$ cat config.mk
export PLATFORM = sky130hd
export DESIGN_NAME = three_term_recurrence_checksum_top
export DESIGN_NICKNAME = d
export VERILOG_FILES = /design/src/rtl/core/ttrc_pkg.sv /design/src/rtl/core/three_term_recurrence_checksum_top.sv
export SDC_FILE = /design/constraint.sdc
export NUM_CORES = 1
export LEC_CHECK = 0
export BUFFER_PORTS_ARGS = -buffer_cell sky130_fd_sc_hd__buf_2
export CELL_PAD_IN_SITES_DETAIL_PLACEMENT = 0
export CELL_PAD_IN_SITES_GLOBAL_PLACEMENT = 1
export CORE_ASPECT_RATIO = 1.4
export CORE_MARGIN = 1
export CORE_UTILIZATION = 44
export DETAILED_ROUTE_END_ITERATION = 10
export GPL_TIMING_DRIVEN = 0
export PLACE_DENSITY_LB_ADDON = 0.1
export RECOVER_POWER = 50
export SETUP_SLACK_MARGIN = 0.02
export SKIP_CTS_REPAIR_TIMING = 1
export SYNTH_ARGS = -nofsm -noshare
export SYNTH_HDL_FRONTEND = slang
export SYNTH_SLANG_ARGS = --single-unit
$ cat constraint.sdc
create_clock -name clock -period 21.6 [get_ports clock]
set_clock_uncertainty 0.1 [all_clocks]
set_input_delay 6.48 -clock clock [delete_from_list [all_inputs] [get_ports clock]]
set_output_delay 6.48 -clock clock [all_outputs]
set_load 0.01 [all_outputs]
$ cat src/rtl/core/ttrc_pkg.sv
`timescale 1ns / 1ps

package ttrc_pkg;

   // Field widths
   localparam int unsigned DATA_W = 8;
   localparam int unsigned TERM_W = 16;
   localparam int unsigned POS_W  = 8;
   localparam int unsigned PROD_W = 25;   // (9-bit sum) * (16-bit term)

   // Recurrence constants
   localparam logic [TERM_W-1:0] CK_MODULUS   = 16'hFFFF;
   localparam logic [POS_W-1:0]  ALPHA_STEP   = 8'd17;
   localparam logic [POS_W-1:0]  BETA_STEP    = 8'd31;
   localparam logic [TERM_W-1:0] FIRST_OFFSET = 16'd7;
   localparam logic [TERM_W-1:0] TERM_RESET   = 16'd1;

   typedef logic [TERM_W-1:0] term_type;
   typedef logic [DATA_W-1:0] data_type;
   typedef logic [POS_W-1:0]  pos_type;

   // Residue mod 65535 of a product by two end-around folds
   function automatic term_type mod_m(input logic [PROD_W-1:0] x);
      logic [TERM_W:0]   fold1;
      logic [TERM_W-1:0] fold2;
      fold1 = {1'b0, x[TERM_W-1:0]} + {{(2*TERM_W-PROD_W+1){1'b0}}, x[PROD_W-1:TERM_W]};
      fold2 = fold1[TERM_W-1:0] + {{(TERM_W-1){1'b0}}, fold1[TERM_W]};
      if (fold2 == CK_MODULUS) begin
         fold2 = '0;
      end
      return fold2;
   endfunction

endpackage

$ cat src/rtl/core/three_term_recurrence_checksum_top.sv
`timescale 1ns / 1ps

// Channel | Dir | Ports                                  | Transaction
// req     | in  | req_valid/ready, data_byte, last_byte  | one message byte
// rsp     | out | rsp_valid/ready, checksum_value        | one checksum per message
//
// One byte per cycle unless a last byte waits in stage 1 for a held checksum; a checksum is registered
// in the output register when its last byte leaves stage 1. Stage 1 registers the byte; stage 2 runs both
// multiplies and the mod 65535 reduction combinationally and updates the term registers, which closes the recurrence.
// Synchronous active-high reset clears both stages and rearms for a new message.
// A stalled rsp holds only a last byte in stage 1; other bytes keep flowing.
module three_term_recurrence_checksum_top (
   input  logic                  clock,
   input  logic                  reset,
   input  logic                  req_valid,
   output logic                  req_ready,
   input  ttrc_pkg::data_type    req_data_byte,
   input  logic                  req_last_byte,
   output logic                  rsp_valid,
   input  logic                  rsp_ready,
   output ttrc_pkg::term_type    rsp_checksum_value
);
   import ttrc_pkg::*;

   // Stage 1 input register
   logic     s1_valid_ff, s1_valid_in;
   data_type s1_byte_ff;
   logic     s1_last_ff;
   logic     s1_advance;

   // Recurrence state
   term_type term_prev_ff, term_prev_in;
   term_type term_cur_ff, term_cur_in;
   pos_type  byte_pos_ff, byte_pos_in;
   logic     msg_start_ff, msg_start_in;

   // Output register
   logic     rsp_valid_ff, rsp_valid_in;
   term_type rsp_value_ff;

   // Datapath
   pos_type             alpha, beta;
   logic [DATA_W:0]     byte_sum;
   logic [PROD_W-1:0]   prod, sub;
   term_type            p_res, s_res, p_adj, next_term;
   logic                wrapped;
   logic [TERM_W:0]     diff;

   // A last byte waits in stage 1 while the previous checksum is still held
   assign s1_advance  = s1_valid_ff && !(s1_last_ff && rsp_valid_ff && !rsp_ready);
   assign req_ready   = !s1_valid_ff || s1_advance;
   assign s1_valid_in = (req_valid && req_ready) || (s1_valid_ff && !s1_advance);

   always_ff @(posedge clock) begin
      if (reset) begin
         s1_valid_ff <= 1'b0;
      end else begin
         s1_valid_ff <= s1_valid_in;
      end
      if (req_valid && req_ready) begin
         s1_byte_ff <= req_data_byte;
         s1_last_ff <= req_last_byte;
      end
   end

   // next = ((byte+alpha)*cur - beta*prev) mod 65535, with 2^64 = 1 on wrap
   always_comb begin
      alpha    = POS_W'(byte_pos_ff * ALPHA_STEP);
      beta     = POS_W'(byte_pos_ff * BETA_STEP);
      byte_sum = {1'b0, s1_byte_ff} + {1'b0, alpha};
      prod     = PROD_W'(byte_sum) * PROD_W'(term_cur_ff);
      sub      = PROD_W'(beta) * PROD_W'(term_prev_ff);
      wrapped  = prod < sub;
      p_res    = mod_m(prod);
      s_res    = mod_m(sub);
      p_adj    = p_res + TERM_W'(wrapped);
      if (p_adj == CK_MODULUS) begin
         p_adj = '0;
      end
      if (p_adj >= s_res) begin
         diff = {1'b0, p_adj} - {1'b0, s_res};
      end else begin
         diff = {1'b0, p_adj} + {1'b0, CK_MODULUS} - {1'b0, s_res};
      end
      next_term = diff[TERM_W-1:0];
   end

   // State update and rearm after the last byte
   always_comb begin
      term_prev_in = term_prev_ff;
      term_cur_in  = term_cur_ff;
      byte_pos_in  = byte_pos_ff;
      msg_start_in = msg_start_ff;
      if (s1_advance) begin
         if (s1_last_ff) begin
            term_prev_in = TERM_RESET;
            term_cur_in  = TERM_RESET;
            byte_pos_in  = '0;
            msg_start_in = 1'b1;
         end else if (msg_start_ff) begin
            term_prev_in = TERM_RESET;
            term_cur_in  = TERM_W'(s1_byte_ff) + FIRST_OFFSET;
            byte_pos_in  = POS_W'(1);
            msg_start_in = 1'b0;
         end else begin
            term_prev_in = term_cur_ff;
            term_cur_in  = next_term;
            byte_pos_in  = byte_pos_ff + POS_W'(1);
         end
      end
   end

   always_ff @(posedge clock) begin
      if (reset) begin
         term_prev_ff <= TERM_RESET;
         term_cur_ff  <= TERM_RESET;
         byte_pos_ff  <= '0;
         msg_start_ff <= 1'b1;
      end else begin
         term_prev_ff <= term_prev_in;
         term_cur_ff  <= term_cur_in;
         byte_pos_ff  <= byte_pos_in;
         msg_start_ff <= msg_start_in;
      end
   end

   // Output register
   assign rsp_valid_in = (s1_advance && s1_last_ff) || (rsp_valid_ff && !rsp_ready);

   always_ff @(posedge clock) begin
      if (reset) begin
         rsp_valid_ff <= 1'b0;
      end else begin
         rsp_valid_ff <= rsp_valid_in;
      end
      if (s1_advance && s1_last_ff) begin
         rsp_value_ff <= msg_start_ff ? (TERM_W'(s1_byte_ff) + FIRST_OFFSET) : next_term;
      end
   end

   assign rsp_valid          = rsp_valid_ff;
   assign rsp_checksum_value = rsp_value_ff;

endmodule

Word level (Yosys, flattened, before mapping) --
Index checks and enable logic that the tools add are counted.
Word-level totals: bits in registers 68, word-level logic and storage cells 54, output and inout port bits 18, bits of input ports 13
Cells by class: multipliers 4, add/subtract/negate cells 11, reductions and logical operators 14, magnitude comparators 2, multiplexer cells 11, equality and inequality tests 3
Operators by type and width (count):
- two-way mux 16 bit | 8
- adder 16 x 1 -> 16 bit | 3
- == test 16 bit (second input constant) | 3
- subtractor 16 bit | 2
- less-than comparator 25 x 24 -> 1 bit | 1
- multiplier 9 x 16 -> 25 bit | 1
- multiplier 8 x 16 -> 24 bit | 1
- adder 16 x 8 -> 17 bit | 1
- adder 16 x 9 -> 17 bit | 1
- adder 16 bit (second input constant) | 1
- greater-or-equal comparator 16 bit | 1
- multiplier 8 x 5 -> 8 bit (second input constant) | 2
- two-way mux 8 bit | 2
- adder 8 x 3 -> 9 bit (second input constant) | 1
- adder 8 x 8 -> 9 bit | 1
- adder 8 x 1 -> 8 bit (second input constant) | 1
- logical AND 1 bit | 7
- logical NOT 1 bit | 4
- logical OR 1 bit | 3
- two-way mux 1 bit | 1

Logic depth before layout (Yosys ltp) --
Gate-level depths: netlist of the first run.
depth in word-level cells 15, depth in mapped cells 78, gate-level depth less buffers 77

Worst setup path before layout of the first run --
OpenSTA, ideal clock, no wires.
path type register to register, start point reg byte_pos_ff[1], end point reg rsp_value_ff[15], in the netlist rsp_checksum_value[15] (data pin), arrival time 15.635 ns, path slack 5.598 ns, stages on the path, launching flop included 72, required time 21.234 ns, path buffers 4, clock period less this slack 16.002 ns, library setup time 0.266 ns, path through dfxtp_1 > ha_1 > ha_1 > fa_1 > xor2_1 > xnor2_1 > ha_1 > xnor2_1 > clkbuf_1 > nand2_1 > fa_1 > fa_1 > fa_1 > inv_1 > fa_1 > ha_1 > nand4_1 > and3_1 > [... 36 more ...] > nand2b_1 > or4_4 > nor4b_4 > buf_4 > nor3b_1 > ha_1 > nand4_1 > nor3_1 > nand3_1 > a31oi_1 > mux2_2 > a31oi_1 > a211oi_1 > o21bai_1 > a21oi_1 > o21ai_0 > xor2_1 > nor2b_1
Between the ends: word-level cells in the longest chain between the ends 14, elaborated cells on any way between the ends 23, classes of those cells add/sub (9); mul (4); order compare (2); eq/ne (3); mux (5)
RTL lines:
- from (decl) | RTL line three_term_recurrence_checksum_top.sv:34 | pos_type byte_pos_ff, byte_pos_in;
- from (signal assigned) | RTL line three_term_recurrence_checksum_top.sv:122 | byte_pos_ff <= byte_pos_in;
- multiplier 8 x 5 -> 8 bit | RTL line three_term_recurrence_checksum_top.sv:68 | alpha = POS_W'(byte_pos_ff * ALPHA_STEP);
- adder 8 x 8 -> 9 bit | RTL line three_term_recurrence_checksum_top.sv:70 | byte_sum = {1'b0, s1_byte_ff} + {1'b0, alpha};
- multiplier 9 x 16 -> 25 bit | RTL line three_term_recurrence_checksum_top.sv:71 | prod = PROD_W'(byte_sum) * PROD_W'(term_cur_ff);
- adder 16 x 9 -> 17 bit | RTL line ttrc_pkg.sv:26 | fold1 = {1'b0, x[TERM_W-1:0]} + {{(2*TERM_W-PROD_W+1){1'b0}}, x[PROD_W-1:TERM_W]};
- adder 16 x 1 -> 16 bit | RTL line ttrc_pkg.sv:27 | fold2 = fold1[TERM_W-1:0] + {{(TERM_W-1){1'b0}}, fold1[TERM_W]};
- == test 16 bit | RTL line ttrc_pkg.sv:28 | if (fold2 == CK_MODULUS) begin
- two-way mux 16 bit | RTL line ttrc_pkg.sv:28
- adder 16 x 1 -> 16 bit | RTL line three_term_recurrence_checksum_top.sv:76 | p_adj = p_res + TERM_W'(wrapped);
- == test 16 bit | RTL line three_term_recurrence_checksum_top.sv:77 | if (p_adj == CK_MODULUS) begin
- two-way mux 16 bit | RTL line three_term_recurrence_checksum_top.sv:77
- adder 16 bit | RTL line three_term_recurrence_checksum_top.sv:83 | diff = {1'b0, p_adj} + {1'b0, CK_MODULUS} - {1'b0, s_res};
- subtractor 16 bit | RTL line three_term_recurrence_checksum_top.sv:83
- two-way mux 16 bit (*) | RTL line three_term_recurrence_checksum_top.sv:80 | if (p_adj >= s_res) begin
- two-way mux 16 bit (*) | RTL line three_term_recurrence_checksum_top.sv:137 | rsp_value_ff <= msg_start_ff ? (TERM_W'(s1_byte_ff) + FIRST_OFFSET) : next_term;
- to (signal assigned) | RTL line three_term_recurrence_checksum_top.sv:137
- to (decl) | RTL line three_term_recurrence_checksum_top.sv:39 | term_type rsp_value_ff;
Mark *: on every way between the ends. The rest lies on a longest branch, timed or not. A chain may end at the register's enable or synchronous reset.

Worst setup path in the final report of the first run --
Same ends and word-level chain as after synthesis.

==> results.py, run 1 <==
metrics = {
    "min_path": {
        "hold_start": "term_cur_ff[12]",
        "hold_path_class": "flip-flop to flip-flop",
    },
    "global_route": {
        "grt_antenna_before_repair": 0,
        "grt_max_degree": 19,
        "grt_pass1_wl_um": 71700,
        "grt_overflow": 0,
        "grtUsageTotal_pct": 25.6,
        "grt_pass1_vias": 13378,
    },
    "clocking": {
        "cts_tree": "built",
        "worstSkewPairLatency_ns": 0.34,
        "clk_pin_slew_worst_paths_ns": 0.06,
        "cts_sinks": 68,
        "cts-buffers-inserted": 9,
        "clock_path_buffers": 2,
        "htreeDepth": 3,
        "cts_root_buf": "clkbuf_16",
    },
    "critical_path": {
        "worst-setup-path-type": "flip-flop to flip-flop",
        "worst_path_max_delay_cell": "dfxtp_1",
        "end_kind": "flip-flop",
        "r2r-start": "byte_pos_ff[1]",
        "startpoint": "byte_pos_ff[1]",
        "r2r-end": "rsp_checksum_value[15]",
        "r2r_cells": 72,
        "slowest_delay_ns": 0.60,
        "setup.worst_path.end": "rsp_checksum_value[15]",
        "cp.arrival_ns": 19.98,
        "critical_path_peak_fanout": 10,
        "worstPathRequired_ns": 21.67,
        "cp_common_cell": "ha_1",
        "r2r_setup_slack_ns": 1.69,
        "critPathLaunchType": "flip-flop",
    },
    "synth": {
        "yosys-top-cells-area": "fa_1 25%, ha_1 14%, inv_1 6.5%",
        "yosys.area.top_type_share_pct": 25.3,
        "yosys_warnings": 0,
        "syn_area_per_cell_um2": 8.47,
        "synthesis.area_um2": 15700,
        "async_reset_ff_share_pct": 0,
        "ys_top_cells_by_count": "273 x inv_1, 213 x nand2_1, 199 x fa_1",
        "synthFlopType": "dfxtp_1",
        "yosys.area.top_type": "fa_1",
        "synthesis.nets": 2243,
        "synth_edf_count": 25,
        "synth_seq_cells": 68,
        "ys_types": 89,
        "seq_area_frac_synth_pct": 10.2,
        "syn_inst": 1857,
        "yosysMostFrequentCell": "inv_1",
    },
    "sta": {
        "rsz0062_at_grt": "no",
        "setup_viol": 0,
        "slew_viol_final": 0,
        "finalHoldViolCount": 0,
        "whs_ns": 0.400,
        "period_minus_slack_ns": 19.91,
        "max_freq_mhz": 50.2,
        "worstMarginPinSlew_ns": 1.05,
        "tns_ns": 0,
        "post-route-period-util_pct": 92.2,
        "slew_headroom_pct": 30.3,
    },
    "detailed_routing": {
        "wirelength_um": 45300,
        "ant_nets": 0,
        "vias": 12810,
        "wl_per_cell_um": 19.2,
        "dr.first_iter.drc_count": 709,
        "drcViolationCount": 0,
        "avgViaCountPerCell": 5.43,
        "firstDrtPassIters": 6,
    },
    "place": {
        "gp_congestion": 0.887,
        "hpwl_um": 38900,
        "portBuffers": 29,
    },
    "floorplan": {
        "initial_core_util_pct": 44.8,
        "num_rows": 81,
        "fp.dieH_um": 226,
        "fp.dieArea_um2": 36500,
        "ios": 31,
        "core_um2": 35100,
        "die-width_um": 162,
    },
    "run_status": {
        "status": "complete, no violations",
    },
    "finish": {
        "diodes": 0,
        "synthToLayoutAreaGrowth_pct": 6.37,
        "fill_cells": 3630,
        "fin_nets": 2283,
        "drive_gt1_share_pct": 4.26,
    },
    "run": {
        "timing.max_cap.violations": 0,
    },
    "power": {
        "vdd_drop_max_mv": 0.0358,
        "leakage_nw": 8.09,
        "power_density_nw_per_um2": 49.5,
    },
}
==> area by class of cell <==
type                    instances  area [um2]  share of cell area [%]
flip-flops and latches         68        1610                    9.63
plain buffers                  69         275                    1.65
inverters                     273        1020                    6.13
well taps                     456         571                    3.41
clock inverters                 7        81.3                   0.486
clock buffers                   9         225                    1.35
multi-input cells            1447       12800                    76.6
repair buffers                 29         124                   0.741
==> state kept, by name (all words and copies together) (netlist names) <==
signal / cells
byte_pos_ff: 8
msg_start_ff: 1
rsp_checksum_value: 16
rsp_valid: 1
s1_byte_ff: 8
s1_last_ff: 1
s1_valid_ff: 1
term_cur_ff: 16
term_prev_ff: 16
==> cell usage in the layout, fill, tap and decap left out, types with 5 or more instances in the layout <==
cell	instances
ha_1	174
nand2b_1	20
dfxtp_1	43
nand3_1	35
nor2_1	94
inv_1	273
o21bai_1	17
nand2_1	213
o21a_1	10
a22oi_1	29
nor2b_1	30
nor3_1	30
a211oi_1	9
xnor2_1	80
o211ai_1	5
a21o_1	34
nand4_1	17
and3_1	13
fa_1	199
a21oi_1	77
edfxtp_1	25
or3_1	6
nor3b_1	9
buf_2	16
xor2_1	55
clkbuf_1	71
o21ai_0	35
clkbuf_2	6
or2_2	5
and2_1	129
o31ai_1	8
a31oi_1	11
clkbuf_16	9
==> power by group <==
group | internal (W) | switching (W)
sequential | 0.000140 | 0.00000324
clock | 0.0000913 | 0.0000603
combinational | 0.000199 | 0.000333
==> layer usage <==
metal | wire length (um) | up-vias | global-route usage (%)
met4 | 1720 | 0 | 8.95
met1 | 17800 | 6388 | 29.0
met2 | 24700 | 197 | 49.2
li1 | - | 6151 | -
met5 | 0 | - | 0
met3 | 1080 | 74 | 2.31
==> metrics by stage <==
step | worst slack [ns] | cells | instance area, um2 | power [W] | util, %
CTS | 1.67 | 2358 | 16700 | 0.000832 | 47.8
global route | 0.275 | 2358 | 16700 | 0.000885 | 47.7
detailed placement | 1.74 | 2342 | 16400 | 0.000679 | 46.9
global placement | 1.86 | 2342 | 16400 | 0.000673 | 46.9
floorplan | 5.60 | 1857 | 15700 | 0.000518 | -
finish | 1.69 | 2358 | 16700 | 0.000828 | 47.7
==> critical path, delay by kind of cell, from the launching register on <==
kind | cells | cell delay [ns]
adders and majority gates | 14 | 5.32
xor gates and xnor gates | 6 | 2.16
AOI/OAI and AO/OA | 18 | 4.26
muxes | 2 | 0.71
and+or+nand+nor | 27 | 5.43
DFF | 1 | 0.60
buffers and inverters | 5 | 1.10
==> cell families (layout without fill, tap and decap cells) <==
logic type | Yosys count | after routing | share of synthesized area (%)
mux | 8 | 8 | 0.541
simple gates | 640 | 640 | 21.0
xor+xnor | 141 | 141 | 8.21
compound gates | 283 | 283 | 12.5
flops | 68 | 68 | 10.2
buf+inv | 342 | 387 | 8.27
fa+ha+maj | 375 | 375 | 39.3
==> how the worst min path moves through the flow <==
stage / end / slack (ns) / depth (start not counted)
after floorplan: term_prev_ff[10] / 0.36 / 2
after global placement: term_prev_ff[12] / 0.38 / 2
after detailed placement: term_prev_ff[12] / 0.38 / 2
after CTS: term_prev_ff[12] / 0.40 / 2
after global routing: term_prev_ff[12] / 0.43 / 2
final: term_prev_ff[12] / 0.40 / 2
(Power assumes the default switching activity.)
==> run 2: changes to the inputs <==
==> constraint.sdc (replaced) <==
create_clock -name clock -period 18.7 [get_ports clock]
set_clock_uncertainty 0.1 [all_clocks]
set_input_delay 5.61 -clock clock [delete_from_list [all_inputs] [get_ports clock]]
set_output_delay 5.61 -clock clock [all_outputs]
set_load 0.01 [all_outputs]
==> run 2 against run 1 <==
  * Final cell count grew 0.47%
  * Flip-flop and latch count unchanged
  * Routed wire length is 0.11% higher
  * Clock-buffer cell count did not move
  * Fmax rose by 13%
  * Register-to-register slack worse by 0.53 ns
  * Largest cell class unchanged
  * Critical path depth did not move
  * Die area is the same
  * Hold slack barely moved
  * Sequential power is 15% higher
  * Worst setup slack got worse by 0.53 ns
  * Critical path type unchanged
  * First-iteration DRC count up 3.8%
==> results.py, run 2 (synthesized netlist as in run 1, its figures left out) <==
metrics = {
    "power": {
        "leakage_nw": 8.21,
        "power.total_w": 0.000987,
        "power_density_nw_per_um2": 58.2,
        "vdd_drop_max_mv": 0.0430,
    },
    "clocking": {
        "worstSkewPairLatency_ns": 0.33,
        "cts-buffers-inserted": 9,
        "htreeDepth": 3,
        "cts_tree": "built",
        "cts_root_buf": "clkbuf_16",
        "clk_pin_slew_worst_paths_ns": 0.06,
        "cts_sinks": 68,
        "clock_path_buffers": 2,
    },
    "global_route": {
        "grtUsageTotal_pct": 25.6,
        "grt_antenna_before_repair": 0,
        "grt_overflow": 0,
        "grt_pass1_wl_um": 71700,
        "grt_pass1_vias": 13378,
        "grt_max_degree": 19,
    },
    "finish": {
        "fin_nets": 2293,
        "multi_input_area_um2": 13000,
        "seqCellArea_um2": 1620,
        "final_common_cell": "inv_1",
        "synthToLayoutAreaGrowth_pct": 7.94,
        "mostFrequentLayoutCells": "273 x inv_1, 213 x nand2_1, 199 x fa_1",
        "final_core_util_pct": 48.4,
        "fill_cells": 3615,
        "drive_gt1_share_pct": 6.07,
    },
    "place": {
        "dpl_worst_slack_ns": -1.16,
        "portBuffers": 29,
        "hpwl_um": 38900,
        "gp_congestion": 0.887,
    },
    "detailed_routing": {
        "dr.first_iter.drc_count": 736,
        "wl_per_cell_um": 19.2,
        "firstDrtPassIters": 5,
        "wirelength_um": 45400,
        "vias": 12846,
        "avgViaCountPerCell": 5.42,
        "drcViolationCount": 0,
        "ant_nets": 0,
    },
    "critical_path": {
        "worst_path_max_delay_cell": "or4_1",
        "end_kind": "flip-flop",
        "worst-setup-path-type": "flip-flop to flip-flop",
        "worstPathRequired_ns": 18.66,
        "slowest_delay_ns": 0.55,
        "cp.arrival_ns": 17.50,
        "critPathLaunchType": "flip-flop",
        "cp_common_cell": "ha_1",
        "critical_path_peak_fanout": 10,
    },
    "floorplan": {
        "initial_core_util_pct": 44.8,
        "ios": 31,
        "fp.dieArea_um2": 36500,
        "num_rows": 81,
        "die-width_um": 162,
        "fp.dieH_um": 226,
        "core_um2": 35100,
    },
    "sta": {
        "tns_ns": 0,
        "setup_slack_ns": 1.16,
        "post-route-period-util_pct": 93.8,
        "slew_viol_final": 0,
        "finalHoldViolCount": 0,
        "rsz0062_at_grt": "no",
        "setup_viol": 0,
        "slew_headroom_pct": 29.7,
        "whs_ns": 0.400,
        "worstMarginPinSlew_ns": 1.05,
        "max_freq_mhz": 57.0,
        "period_minus_slack_ns": 17.54,
    },
    "run": {
        "timing.max_cap.violations": 0,
    },
    "min_path": {
        "hold_path_class": "flip-flop to flip-flop",
    },
    "run_status": {
        "status": "complete, no violations",
    },
}
run 2: final cells by class:
| type | count | share of cell area, % |
|---|---|---|
| Sequential cell | 68 | 9.53 |
| Buffer | 69 | 1.65 |
| Clock buffer | 9 | 1.33 |
| Antenna cell | 1 | 0.0147 |
| Inverter | 273 | 6.04 |
| Timing Repair Buffer | 39 | 1.17 |
| Multi-Input combinational cell | 1447 | 76.4 |
| Tap cell | 456 | 3.36 |
| Clock inverter | 7 | 0.479 |
run 2: metrics by stage:
stage | instance area, um2 | cells
3_3_place_gp | 16400 | 2342
6_report | 17000 | 2369
5_1_grt | 17000 | 2368
2_1_floorplan | 15700 | 1857
3_5_place_dp | 16400 | 2342
4_1_cts | 16700 | 2358
run 2: critical path: cells and delay by family (launching register included):
kind / cells / cell delay (ns)
AOI/OAI and AO/OA: 19 / 3.81
xor gates and xnor gates: 6 / 1.40
adders and majority gates: 14 / 5.16
buffers and inverters: 6 / 0.96
DFF: 1 / 0.45
muxes: 2 / 0.56
and+or+nand+nor: 25 / 4.79
run 2: path summary, 6_finish.rpt:
check / from / to / cells after the start / slack, ns
min: term_cur_ff[12] / term_prev_ff[12] / 2 / 0.40
max reg2reg: byte_pos_ff[5] / rsp_checksum_value[15] / 72 / 1.16
max: byte_pos_ff[5] / rsp_checksum_value[15] / 72 / 1.16
min reg2reg: term_cur_ff[12] / term_prev_ff[12] / 2 / 0.40
run 2: metal layers:
layer | vias to the layer above | routed length (um) | GRT usage, %
li1 | 6171 | - | -
met1 | 6375 | 17800 | 29.0
met2 | 226 | 24800 | 49.2
met3 | 74 | 1090 | 2.31
met4 | 0 | 1680 | 8.95
met5 | - | 0 | 0
run 2: power by group:
| group | switching, W | leakage (nW) | total [W] | internal, W |
|---|---|---|---|---|
| logic | 0.000397 | 7.46 | 0.000648 | 0.000251 |
| registers | 0.00000374 | 0.589 | 0.000165 | 0.000162 |
| clock network | 0.0000691 | 0.153 | 0.000175 | 0.000106 |
| total | 0.000469 | 8.21 | 0.000987 | 0.000518 |
